`src/rtl/ulp_pkg.sv`:
```
// Shared types, constants and the mu-law expander for the sample reader.
// Used by ulp_front, ulp_fifo, ulp_back and the top level.
`timescale 1ns / 1ps

package ulp_pkg;

  localparam int COUNT_BITS = 24;
  localparam int FMT_BITS = 8;
  localparam int CLIP_BITS = 24;
  localparam int WORD_BITS = 32;
  localparam int SAMPLE_BITS = 16;
  localparam int CFG_INDEX_BITS = 1;
  localparam int CFG_DATA_BITS = 24;
  localparam int FIFO_DEPTH = 2;

  localparam logic [FMT_BITS-1:0] FMT_ULAW = 8'h02;
  localparam logic [FMT_BITS-1:0] FMT_PCM16 = 8'h82;
  localparam logic [COUNT_BITS-1:0] BLOCK_SIZE = COUNT_BITS'(8);

  localparam logic [CFG_INDEX_BITS-1:0] REG_FORMAT = 1'b0;
  localparam logic [CFG_INDEX_BITS-1:0] REG_CLIP = 1'b1;

  localparam logic [2:0] LAST_IDX_ULAW = 3'd7;
  localparam logic [2:0] LAST_IDX_PCM = 3'd3;

  typedef struct packed {
    logic pcm;
    logic cont;
    logic clr;
    logic [WORD_BITS-1:0] word;
  } entry_t;

  function automatic logic signed [SAMPLE_BITS-1:0] ulaw_expand(input logic [7:0] code);
    logic [7:0] u;
    logic [15:0] base;
    logic [15:0] mag;
    u = ~code;
    base = 16'({u[3:0], 3'b000}) + 16'h0084;
    mag = base << u[6:4];
    ulaw_expand = u[7] ? (16'h0084 - mag) : (mag - 16'h0084);
  endfunction

endpackage

```
`src/rtl/ulp_fifo.sv`:
```
// Two-entry queue of classified words between the front and back parts.
// Depends on ulp_pkg for the entry type and depth.
`timescale 1ns / 1ps

module ulp_fifo (
  input  logic            clk,
  input  logic            rst,
  input  logic            push,
  input  ulp_pkg::entry_t push_entry,
  output logic            full,
  input  logic            pop,
  output logic            head_valid,
  output ulp_pkg::entry_t head
);

  ulp_pkg::entry_t slots [ulp_pkg::FIFO_DEPTH];
  logic wr_ptr;
  logic rd_ptr;
  logic [1:0] fill;

  assign full = (fill == 2'(ulp_pkg::FIFO_DEPTH));
  assign head_valid = (fill != 2'd0);
  assign head = slots[rd_ptr];

  always_ff @(posedge clk) begin
    if (push) begin
      slots[wr_ptr] <= push_entry;
    end
  end

  always_ff @(posedge clk) begin
    if (rst) begin
      wr_ptr <= 1'b0;
      rd_ptr <= 1'b0;
      fill <= 2'd0;
    end else begin
      if (push) begin
        wr_ptr <= ~wr_ptr;
      end
      if (pop) begin
        rd_ptr <= ~rd_ptr;
      end
      if (push && !pop) begin
        fill <= fill + 2'd1;
      end else if (pop && !push) begin
        fill <= fill - 2'd1;
      end
    end
  end

endmodule

```
`src/rtl/ulp_front.sv`:
```
// Front part: configuration registers, play state and block counting.
// Classifies each accepted item and queues words that produce samples.
// Depends on ulp_pkg.
`timescale 1ns / 1ps

module ulp_front (
  input  logic                                clk,
  input  logic                                rst,
  input  logic                                cfg_valid,
  output logic                                cfg_ready,
  input  logic [ulp_pkg::CFG_INDEX_BITS-1:0]  cfg_index,
  input  logic [ulp_pkg::CFG_DATA_BITS-1:0]   cfg_data,
  input  logic                                in_valid,
  output logic                                in_stall,
  input  logic                                op,
  input  logic [ulp_pkg::WORD_BITS-1:0]       data_word,
  output logic                                push,
  output ulp_pkg::entry_t                     push_entry,
  input  logic                                full
);

  logic [ulp_pkg::FMT_BITS-1:0] format_code;
  logic [ulp_pkg::CLIP_BITS-1:0] clip_length;
  logic playing;
  logic playing_next;
  logic [ulp_pkg::COUNT_BITS-1:0] remaining_count;
  logic [ulp_pkg::COUNT_BITS-1:0] remaining_count_next;
  logic pcm_second_word;
  logic pcm_second_word_next;
  logic clr_pending;
  logic accept;
  logic is_ulaw;
  logic is_pcm;
  logic block_end;

  assign cfg_ready = 1'b1;
  assign in_stall = full;
  assign accept = in_valid && !in_stall;
  assign is_ulaw = (format_code == ulp_pkg::FMT_ULAW);
  assign is_pcm = (format_code == ulp_pkg::FMT_PCM16);

  always_comb begin
    playing_next = playing;
    remaining_count_next = remaining_count;
    pcm_second_word_next = pcm_second_word;
    block_end = 1'b0;
    push = 1'b0;
    if (accept && op && playing) begin
      if (is_ulaw) begin
        block_end = 1'b1;
        pcm_second_word_next = 1'b0;
        push = 1'b1;
      end else if (is_pcm) begin
        block_end = pcm_second_word;
        pcm_second_word_next = ~pcm_second_word;
        push = 1'b1;
      end else begin
        playing_next = 1'b0;
      end
      if (block_end) begin
        if (remaining_count > ulp_pkg::BLOCK_SIZE) begin
          remaining_count_next = remaining_count - ulp_pkg::BLOCK_SIZE;
        end else begin
          playing_next = 1'b0;
        end
      end
    end
  end

  always_comb begin
    push_entry.pcm = is_pcm;
    push_entry.cont = playing_next;
    push_entry.clr = clr_pending;
    push_entry.word = data_word;
  end

  always_ff @(posedge clk) begin
    if (rst) begin
      format_code <= '0;
      clip_length <= '0;
    end else if (cfg_valid && cfg_ready) begin
      unique case (cfg_index)
        ulp_pkg::REG_FORMAT: format_code <= cfg_data[ulp_pkg::FMT_BITS-1:0];
        ulp_pkg::REG_CLIP: clip_length <= cfg_data[ulp_pkg::CLIP_BITS-1:0];
        default: ;
      endcase
    end
  end

  always_ff @(posedge clk) begin
    if (rst) begin
      playing <= 1'b0;
      remaining_count <= '0;
      pcm_second_word <= 1'b0;
      clr_pending <= 1'b1;
    end else if (accept && !op) begin
      playing <= 1'b1;
      remaining_count <= ulp_pkg::COUNT_BITS'(clip_length);
      pcm_second_word <= 1'b0;
      clr_pending <= 1'b1;
    end else begin
      playing <= playing_next;
      remaining_count <= remaining_count_next;
      pcm_second_word <= pcm_second_word_next;
      if (push) begin
        clr_pending <= 1'b0;
      end
    end
  end

endmodule

```
`src/rtl/ulp_back.sv`:
```
// Back part: decodes the queued word one sample step per cycle unless stalled,
// inserts the half-sum of neighbors and holds the result in an output register.
// Depends on ulp_pkg.
`timescale 1ns / 1ps

module ulp_back (
  input  logic                                    clk,
  input  logic                                    rst,
  input  logic                                    head_valid,
  input  ulp_pkg::entry_t                         head,
  output logic                                    pop,
  output logic                                    out_valid,
  input  logic                                    out_stall,
  output logic signed [ulp_pkg::SAMPLE_BITS-1:0]  sample,
  output logic                                    last_of_word,
  output logic                                    still_playing
);

  logic [2:0] idx;
  logic [1:0] pos;
  logic signed [ulp_pkg::SAMPLE_BITS-1:0] prev;
  logic signed [ulp_pkg::SAMPLE_BITS-1:0] prev_eff;
  logic signed [ulp_pkg::SAMPLE_BITS-1:0] s_cur;
  logic signed [ulp_pkg::SAMPLE_BITS:0] sum;
  logic signed [ulp_pkg::SAMPLE_BITS-1:0] step_sample;
  logic [7:0] code;
  logic [ulp_pkg::SAMPLE_BITS-1:0] half;
  logic step_last;
  logic advance;

  assign pos = idx[2:1];
  assign advance = head_valid && (!out_valid || !out_stall);
  assign pop = advance && step_last;

  always_comb begin
    unique case (pos)
      2'd0: code = head.word[7:0];
      2'd1: code = head.word[15:8];
      2'd2: code = head.word[23:16];
      2'd3: code = head.word[31:24];
      default: code = head.word[7:0];
    endcase
    half = pos[0] ? head.word[31:16] : head.word[15:0];
    s_cur = head.pcm ? $signed(half) : ulp_pkg::ulaw_expand(code);
    prev_eff = (head.clr && pos == 2'd0) ? '0 : prev;
    sum = 17'(prev_eff) + 17'(s_cur);
    step_sample = idx[0] ? s_cur : sum[ulp_pkg::SAMPLE_BITS:1];
    step_last = (idx == (head.pcm ? ulp_pkg::LAST_IDX_PCM : ulp_pkg::LAST_IDX_ULAW));
  end

  always_ff @(posedge clk) begin
    if (advance) begin
      sample <= step_sample;
      last_of_word <= step_last;
      still_playing <= head.cont;
    end
  end

  always_ff @(posedge clk) begin
    if (rst) begin
      out_valid <= 1'b0;
      idx <= 3'd0;
      prev <= '0;
    end else begin
      if (advance) begin
        out_valid <= 1'b1;
      end else if (!out_stall) begin
        out_valid <= 1'b0;
      end
      if (advance) begin
        idx <= step_last ? 3'd0 : idx + 3'd1;
        if (idx[0]) begin
          prev <= s_cur;
        end
      end
    end
  end

`ifndef SYNTHESIS
  a_idle_index: assert property (@(posedge clk) disable iff (rst)
    !head_valid |-> idx == 3'd0)
    else $error("step index left nonzero with the queue empty");
  a_pcm_range: assert property (@(posedge clk) disable iff (rst)
    head_valid && head.pcm |-> !idx[2])
    else $error("PCM word stepped past its fourth sample");
  a_prev_hold: assert property (@(posedge clk) disable iff (rst)
    advance && !idx[0] |=> $stable(prev))
    else $error("previous sample changed on an interpolated step");
`endif

endmodule

```
`src/rtl/ulaw_pcm_upsample_reader.sv`:
```
// Top level of the mu-law / PCM sample reader with 2x interpolation.
// Instantiates ulp_front, ulp_fifo and ulp_back; depends on ulp_pkg.
//
// Usage: write format_code (index 0) and clip_length (index 1) on the cfg
// channel while idle; cfg_ready is always high. On the input channel, op 0 is
// a start item that loads the remaining count and clears the previous sample;
// op 1 carries one 32-bit memory word. An input transfer happens when
// in_valid is high and in_stall low. A mu-law word yields eight samples and a
// PCM word four, one per cycle on the output channel unless out_stall holds them
// (transfer when out_valid is high and out_stall low); last_of_word marks the
// final sample of a word. A word passes through a queue slot and the output
// register before its first sample appears. Start items and words that give
// no samples are taken without entering the queue. A two-entry queue sits
// between front and back, so the front keeps taking words while the receiver
// stalls until the queue fills, then raises in_stall. Reset clears
// configuration, play state, the queue and the output valid flag.
`timescale 1ns / 1ps

module ulaw_pcm_upsample_reader (
  input  logic                                    clk,
  input  logic                                    rst,
  input  logic                                    cfg_valid,
  output logic                                    cfg_ready,
  input  logic [ulp_pkg::CFG_INDEX_BITS-1:0]      cfg_index,
  input  logic [ulp_pkg::CFG_DATA_BITS-1:0]       cfg_data,
  input  logic                                    in_valid,
  output logic                                    in_stall,
  input  logic                                    op,
  input  logic [ulp_pkg::WORD_BITS-1:0]           data_word,
  output logic                                    out_valid,
  input  logic                                    out_stall,
  output logic signed [ulp_pkg::SAMPLE_BITS-1:0]  sample,
  output logic                                    last_of_word,
  output logic                                    still_playing
);

  logic push;
  ulp_pkg::entry_t push_entry;
  logic full;
  logic pop;
  logic head_valid;
  ulp_pkg::entry_t head;

  ulp_front u_front (
    .clk        (clk),
    .rst        (rst),
    .cfg_valid  (cfg_valid),
    .cfg_ready  (cfg_ready),
    .cfg_index  (cfg_index),
    .cfg_data   (cfg_data),
    .in_valid   (in_valid),
    .in_stall   (in_stall),
    .op         (op),
    .data_word  (data_word),
    .push       (push),
    .push_entry (push_entry),
    .full       (full)
  );

  ulp_fifo u_fifo (
    .clk        (clk),
    .rst        (rst),
    .push       (push),
    .push_entry (push_entry),
    .full       (full),
    .pop        (pop),
    .head_valid (head_valid),
    .head       (head)
  );

  ulp_back u_back (
    .clk           (clk),
    .rst           (rst),
    .head_valid    (head_valid),
    .head          (head),
    .pop           (pop),
    .out_valid     (out_valid),
    .out_stall     (out_stall),
    .sample        (sample),
    .last_of_word  (last_of_word),
    .still_playing (still_playing)
  );

endmodule

```
`config.mk`:
```
export PLATFORM = sky130hd
export DESIGN_NAME = ulaw_pcm_upsample_reader
export DESIGN_NICKNAME = d
export VERILOG_FILES = /design/src/rtl/ulp_pkg.sv /design/src/rtl/ulp_fifo.sv /design/src/rtl/ulp_front.sv /design/src/rtl/ulp_back.sv /design/src/rtl/ulaw_pcm_upsample_reader.sv
export SDC_FILE = /design/constraint.sdc
export NUM_CORES = 1
export LEC_CHECK = 0
export ABC_CLOCK_PERIOD_IN_PS = 4900
export BUFFER_PORTS_ARGS = -buffer_cell sky130_fd_sc_hd__buf_4
export CORE_MARGIN = 2
export CORE_UTILIZATION = 55
export CTS_BUF_LIST = sky130_fd_sc_hd__clkbuf_8
export CTS_CLUSTER_DIAMETER = 100
export DETAILED_ROUTE_END_ITERATION = 8
export PLACE_DENSITY = 0.78
export SETUP_SLACK_MARGIN = 0.3
export SYNTH_ARGS = -nofsm -noshare
export SYNTH_HDL_FRONTEND = slang
export SYNTH_SLANG_ARGS = --single-unit
```
`constraint.sdc`:
```
create_clock -name clk -period 4.9 [get_ports clk]
set_input_delay 0 -clock clk [delete_from_list [all_inputs] [get_ports clk]]
set_output_delay 0 -clock clk [all_outputs]
set_load 0.05 [all_outputs]
```
# Yosys cells after proc, flatten, opt, wreduce, memory -nomap -nowiden
# Memory sizes are Yosys's and may differ from the RTL's. A register that Yosys moved wholly into a read port is not among the register bits.
# Cells that the tools add are included.
totals:
  regBits: 101
  latch_bits: 0
  mem_bits_rw: 70
  mem_bits_ro: 0
  input_bits: 63
  n_memories: 1
memory_table:
  columns: ["name", "words", "width", "read_ports", "rd_ports_with_merged_regs", "write_ports", "line", "text"]
  rows:
  - ["u_fifo.slots", 2, 35, 1, 1, 1, "ulp_fifo.sv:16", "ulp_pkg::entry_t slots [ulp_pkg::FIFO_DEPTH];"]
classes:
  n_addsub: 8
  mul: 0
  n_div: 0
  n_lt_le_gt_ge: 1
  eq_ne: 8
  shift: 1
  n_mux: 34
  n_bitwise: 5
  n_reduce_logical: 29
op_table:
  columns: ["op", "count"]
  rows:
  - ["2-to-1 mux 24 bit", 4]
  - ["2-to-1 mux 16 bit", 5]
  - ["case mux 8 bit (4 select lines)", 1]
  - ["> comparator 24 x 4 -> 1 bit, second input constant", 1]
  - ["subtractor 24 x 4 -> 24 bit, second input constant", 1]
  - ["2-to-1 mux 1 bit", 20]
  - ["adder 16 x 16 -> 17 bit", 1]
  - ["<< shifter 16 x 3 -> 16 bit", 1]
  - ["subtractor 16 x 8 -> 16 bit, second input constant", 1]
  - ["subtractor 8 x 16 -> 16 bit, first input constant", 1]
  - ["nonzero test 2 bit", 6]
  - ["adder 7 x 8 -> 9 bit, second input constant", 1]
  - ["logical AND 1 bit", 9]
  - ["equality test 8 x 2 -> 1 bit, second input constant", 1]
  - ["equality test 8 bit, second input constant", 1]
  - ["inverter 8 bit", 1]
  - ["AND reduction 2 bit", 4]
  - ["equality test 2 bit, second input constant", 3]
  - ["logical NOT 1 bit", 6]
  - ["2-to-1 mux 3 bit", 2]
  - ["2-to-1 mux 2 bit", 2]
  - ["inverter 1 bit", 4]
  - ["adder 3 x 1 -> 3 bit, second input constant", 1]
  - ["equality test 3 bit", 1]
  - ["other kinds (8)", 8]

# Depth between registers and ports, before layout
logic_depth:
  ltp_word: 10
  depth_mapped: 23
  ltp_nobuf: 20

# Hierarchy
# From an unflattened synthesis, not the netlist that was laid out.
unflattened:
  hier_cells: 938
  hier_area_um2: 9401.5
modules_own_cells:
  columns: ["module", "instances", "cells_per_inst", "area_each_um2", "seq_area_each_um2"]
  rows:
  - ["ulp_back", 1, 440, 3692.3, 940.9]
  - ["ulp_front", 1, 367, 2964.1, 1181.1]
  - ["ulp_fifo", 1, 131, 2745.1, 2202.1]

# Worst setup path after synthesis
# No wires, ideal clock.
synth_timing:
  path_type: "reg-to-reg"
  startpoint: "reg (tool-made name)"
  endpoint: "reg u_back.sample[14] (netlist name), data pin"
  arrival_ns: 4.376
  setup_slack_ns: 0.264
  stages_incl_launch_ff: 22
  path_cell_list: "dfxtp_1 buf_6 buf_6 buf_2 mux2_2 mux4_2 a21oi_1 nand2_1 ha_1 nor2_1 a211oi_1 xor2_1 a21oi_1 ha_1 a21o_1 a21o_1 a21oi_1 a31o_2 o21ai_0 o41ai_1 xnor2_1 mux2_2"
synth_rtl:
  columns: ["item", "line", "text"]
  rows:
  - ["end signal, assigned", "ulp_back.sv:53", "sample <= step_sample;"]
  - ["end, declared", "ulp_back.sv:14", "output logic signed [ulp_pkg::SAMPLE_BITS-1:0] sample,"]

==> results.toml <==
[run_status]
outcome = "finished, final reports clean"

[global_routing]
gr-usage-all-layers_pct = 27.0
grt_pass1_vias = 7481
grt_max_degree = 77
antenna_found_initial = 0
grt_pass1_wl_mm = 37.6
grt-ovfl-total = 0

[route]
viasPerCell = 5.95
drc = 0
dr_wl_met3_mm = 1.47
routed_wl_mm = 24.3
met1_length_mm = 9.81
maxUsedRoutingLayer = "met4"
dr_total_vias = 7841
avgRoutedWirePerCell_um = 18.4
postRouteAntennaNets = 0
drtIter0Drc = 593
dr_wl_met2_mm = 12.2
dr.pass1.iters = 5

[layout]
final_common_cell = "buf_4"
drive_above_1_share_pct = 27.9
final_nets = 1173
area_growth_pct = 30.2
nFillCells = 1146
post-route-util_pct = 73.6
final_cell_mix = "buf_4, nand2_1, edfxtp_1"
final-seq-area_mm2 = 0.00433
antennaDiodeCount = 0
multi_input_area_mm2 = 0.00475

[synth]
async_reset_ff_share_pct = 0
synth-edff-count = 88
avgSynthCellArea_um2 = 10.1
syn-num-nets = 977
synth_seq_area_share_pct = 47.8
yosys-top-cells-area = "edfxtp_1, dfxtp_1, mux4_2"
syn_inst = 892
yosys_warnings = 0
ys_ff_latch = 172
netlist_area_mm2 = 0.00905
yosys.area.top_type = "edfxtp_1"
synth_top_area_share_pct = 29.2
ys_dominant_reg_cell = "edfxtp_1"
yosys.cell_types.count = 68

[min_path]
hp-class = "input pin to flop"

[worst_setup_path]
cp_max_fo = 6
required_ns = 5.14
arrival_ns = 4.99
critPathLaunchType = "flop"
endpoint_kind = "flop"
critPathKind = "flop to flop"

[job]
max_cap_violations = 0

[clock_network]
clockBufferDepth = 2
cts_sinks = 172
cts_max_level = 4
cts_tree = "yes"
ctsRootBufferMaster = "clkbuf_8"
numCtsBuffers = 17
insertion_delay_ns = 0.48
path_clk_slew_ns = 0.10

[timing]
skew_ns = 0.0221
slew_violations = 0
setup_viol = 0
finalHoldViolCount = 0
worst_pin_slew_ns = 1.05
max_freq_mhz = 210
setup_tns_ns = 0
slew_headroom_pct = 30.0
post-route-period-util_pct = 97.0
timing.final.crit_period_ns = 4.75
rsz0062_at_grt = "true"

[place]
io_buffers = 82
place_congestion = 0.946
hpwl_mm = 15.6

[power]
ir_drop_v = 0.000228
powerDensity_mw_per_mm2 = 236
power_leakage_nw = 4.46

[floorplanning]
dieWidth_um = 132
initial_core_util_pct = 56.5
pin_count = 84
num_rows = 46
die-area_mm2 = 0.0175
core_area_mm2 = 0.0160
die_h_um = 132
[power by group]
part	internal (W)	switching, W	total, W
sequential	0.00152	0.0000117	0.00154
clock	0.000474	0.000583	0.00106
combinational	0.0000934	0.0000908	0.000184
total	0.00209	0.000685	0.00278
[kinds of logic (layout without fill, tap and decap cells)]
logic type,after synthesis,in the layout,synth area share [%]
xor gates and xnor gates,23,23,2.23
and+or+nand+nor,314,314,15.7
other,1,1,0.0415
adders and majority gates,22,22,3.13
DFF,172,172,47.8
muxes,77,77,12.8
AOI/OAI and AO/OA,212,212,15.0
buffers and inverters,71,280,3.39
[Yosys cell counts (all sizes together) (7+ instances only)]
master,instances
buf,18
a31oi,9
edfxtp,88
ha,21
or3,13
nand2b,7
and2,19
nand2,120
xor2,7
nor3,27
nand3,17
inv,19
o21ai,33
o211ai,13
nor2,86
a21o,8
mux2,17
xnor2,16
a21oi,90
mux2i,33
a211oi,9
mux4,27
clkbuf,33
dfxtp,84
[critical path, stage by stage (launching register included)]
cell	delay [ns]
dfxtp_4	0.38
buf_6	0.16
buf_6	0.15
mux4_2	0.52
mux2i_1	0.18
buf_4	0.18
buf_4	0.16
nor3_1	0.06
buf_4	0.14
a211o_1	0.31
nor4b_2	0.19
a31oi_1	0.14
nor2_1	0.07
o41a_1	0.47
ha_4	0.27
and3_4	0.16
a21oi_2	0.11
o21ai_2	0.08
o41ai_2	0.40
xnor2_1	0.12
mux2_2	0.26
[sequential cells by signal (all words and copies together) (netlist names), 2 cells and up, named ones only]
register                 count
u_fifo.fill                  2
u_front.remaining_count     24
u_front.format_code          8
u_fifo.slots                70
u_front.clip_length         24
u_back.prev                 16
u_back.idx                   3
u_back.sample               16
[metal layers]
metal	global-route usage [%]	vias to the layer above
met2	46.1	306
met3	5.77	65
met4	11.2	0
li1	-	3674
met1	33.5	3796
met5	0	-
[cell type report]
cell class | instances | area share (%)
multi-input combinational | 649 | 40.3
sequential | 172 | 36.8
timing repair buffer | 228 | 16.5
clock buffer | 17 | 1.99
inverter | 20 | 0.638
tap | 216 | 2.30
clock inverter | 15 | 1.55
[worst paths after layout]
kind	to	cells after the start	slack [ns]	start
worst max-delay path	u_back.sample[14]	20	0.15	flop
worst min-delay path	u_front.remaining_count[2]	5	0.06	op
worst max register to register	u_back.sample[14]	20	0.15	flop
worst min register to register	u_front.clip_length[11]	2	0.46	u_front.clip_length[11]
[repair_timing]
action | in CTS | in global routing
cloned | 0 | 1
pin swaps | 6 | 30
endpoints found under the setup margin | 4 | 8
setup buffers | 6 | 22
hold buffers | 57 | 0
resized for setup | 19 | 45
endpoints found under the hold margin | 97 | 0
[metrics by stage]
step / setup slack [ns] / hold slack, ns / area, µm² / total power [W] / std cells
2_1_floorplan: 0.302 / 0.0989 / 9070 / 0.00165 / 892
4_1_cts: 0.301 / 0.0324 / 11300 / 0.00278 / 1294
3_3_place_gp: 0.0989 / 0.186 / 10200 / 0.00171 / 1199
6_report: 0.146 / 0.0564 / 11800 / 0.00278 / 1317
3_5_place_dp: 0.0269 / 0.188 / 10200 / 0.00171 / 1199
5_1_grt: -0.0474 / 0.0687 / 11800 / 0.00287 / 1317
Note: power is estimated with default switching activity, not from simulation.
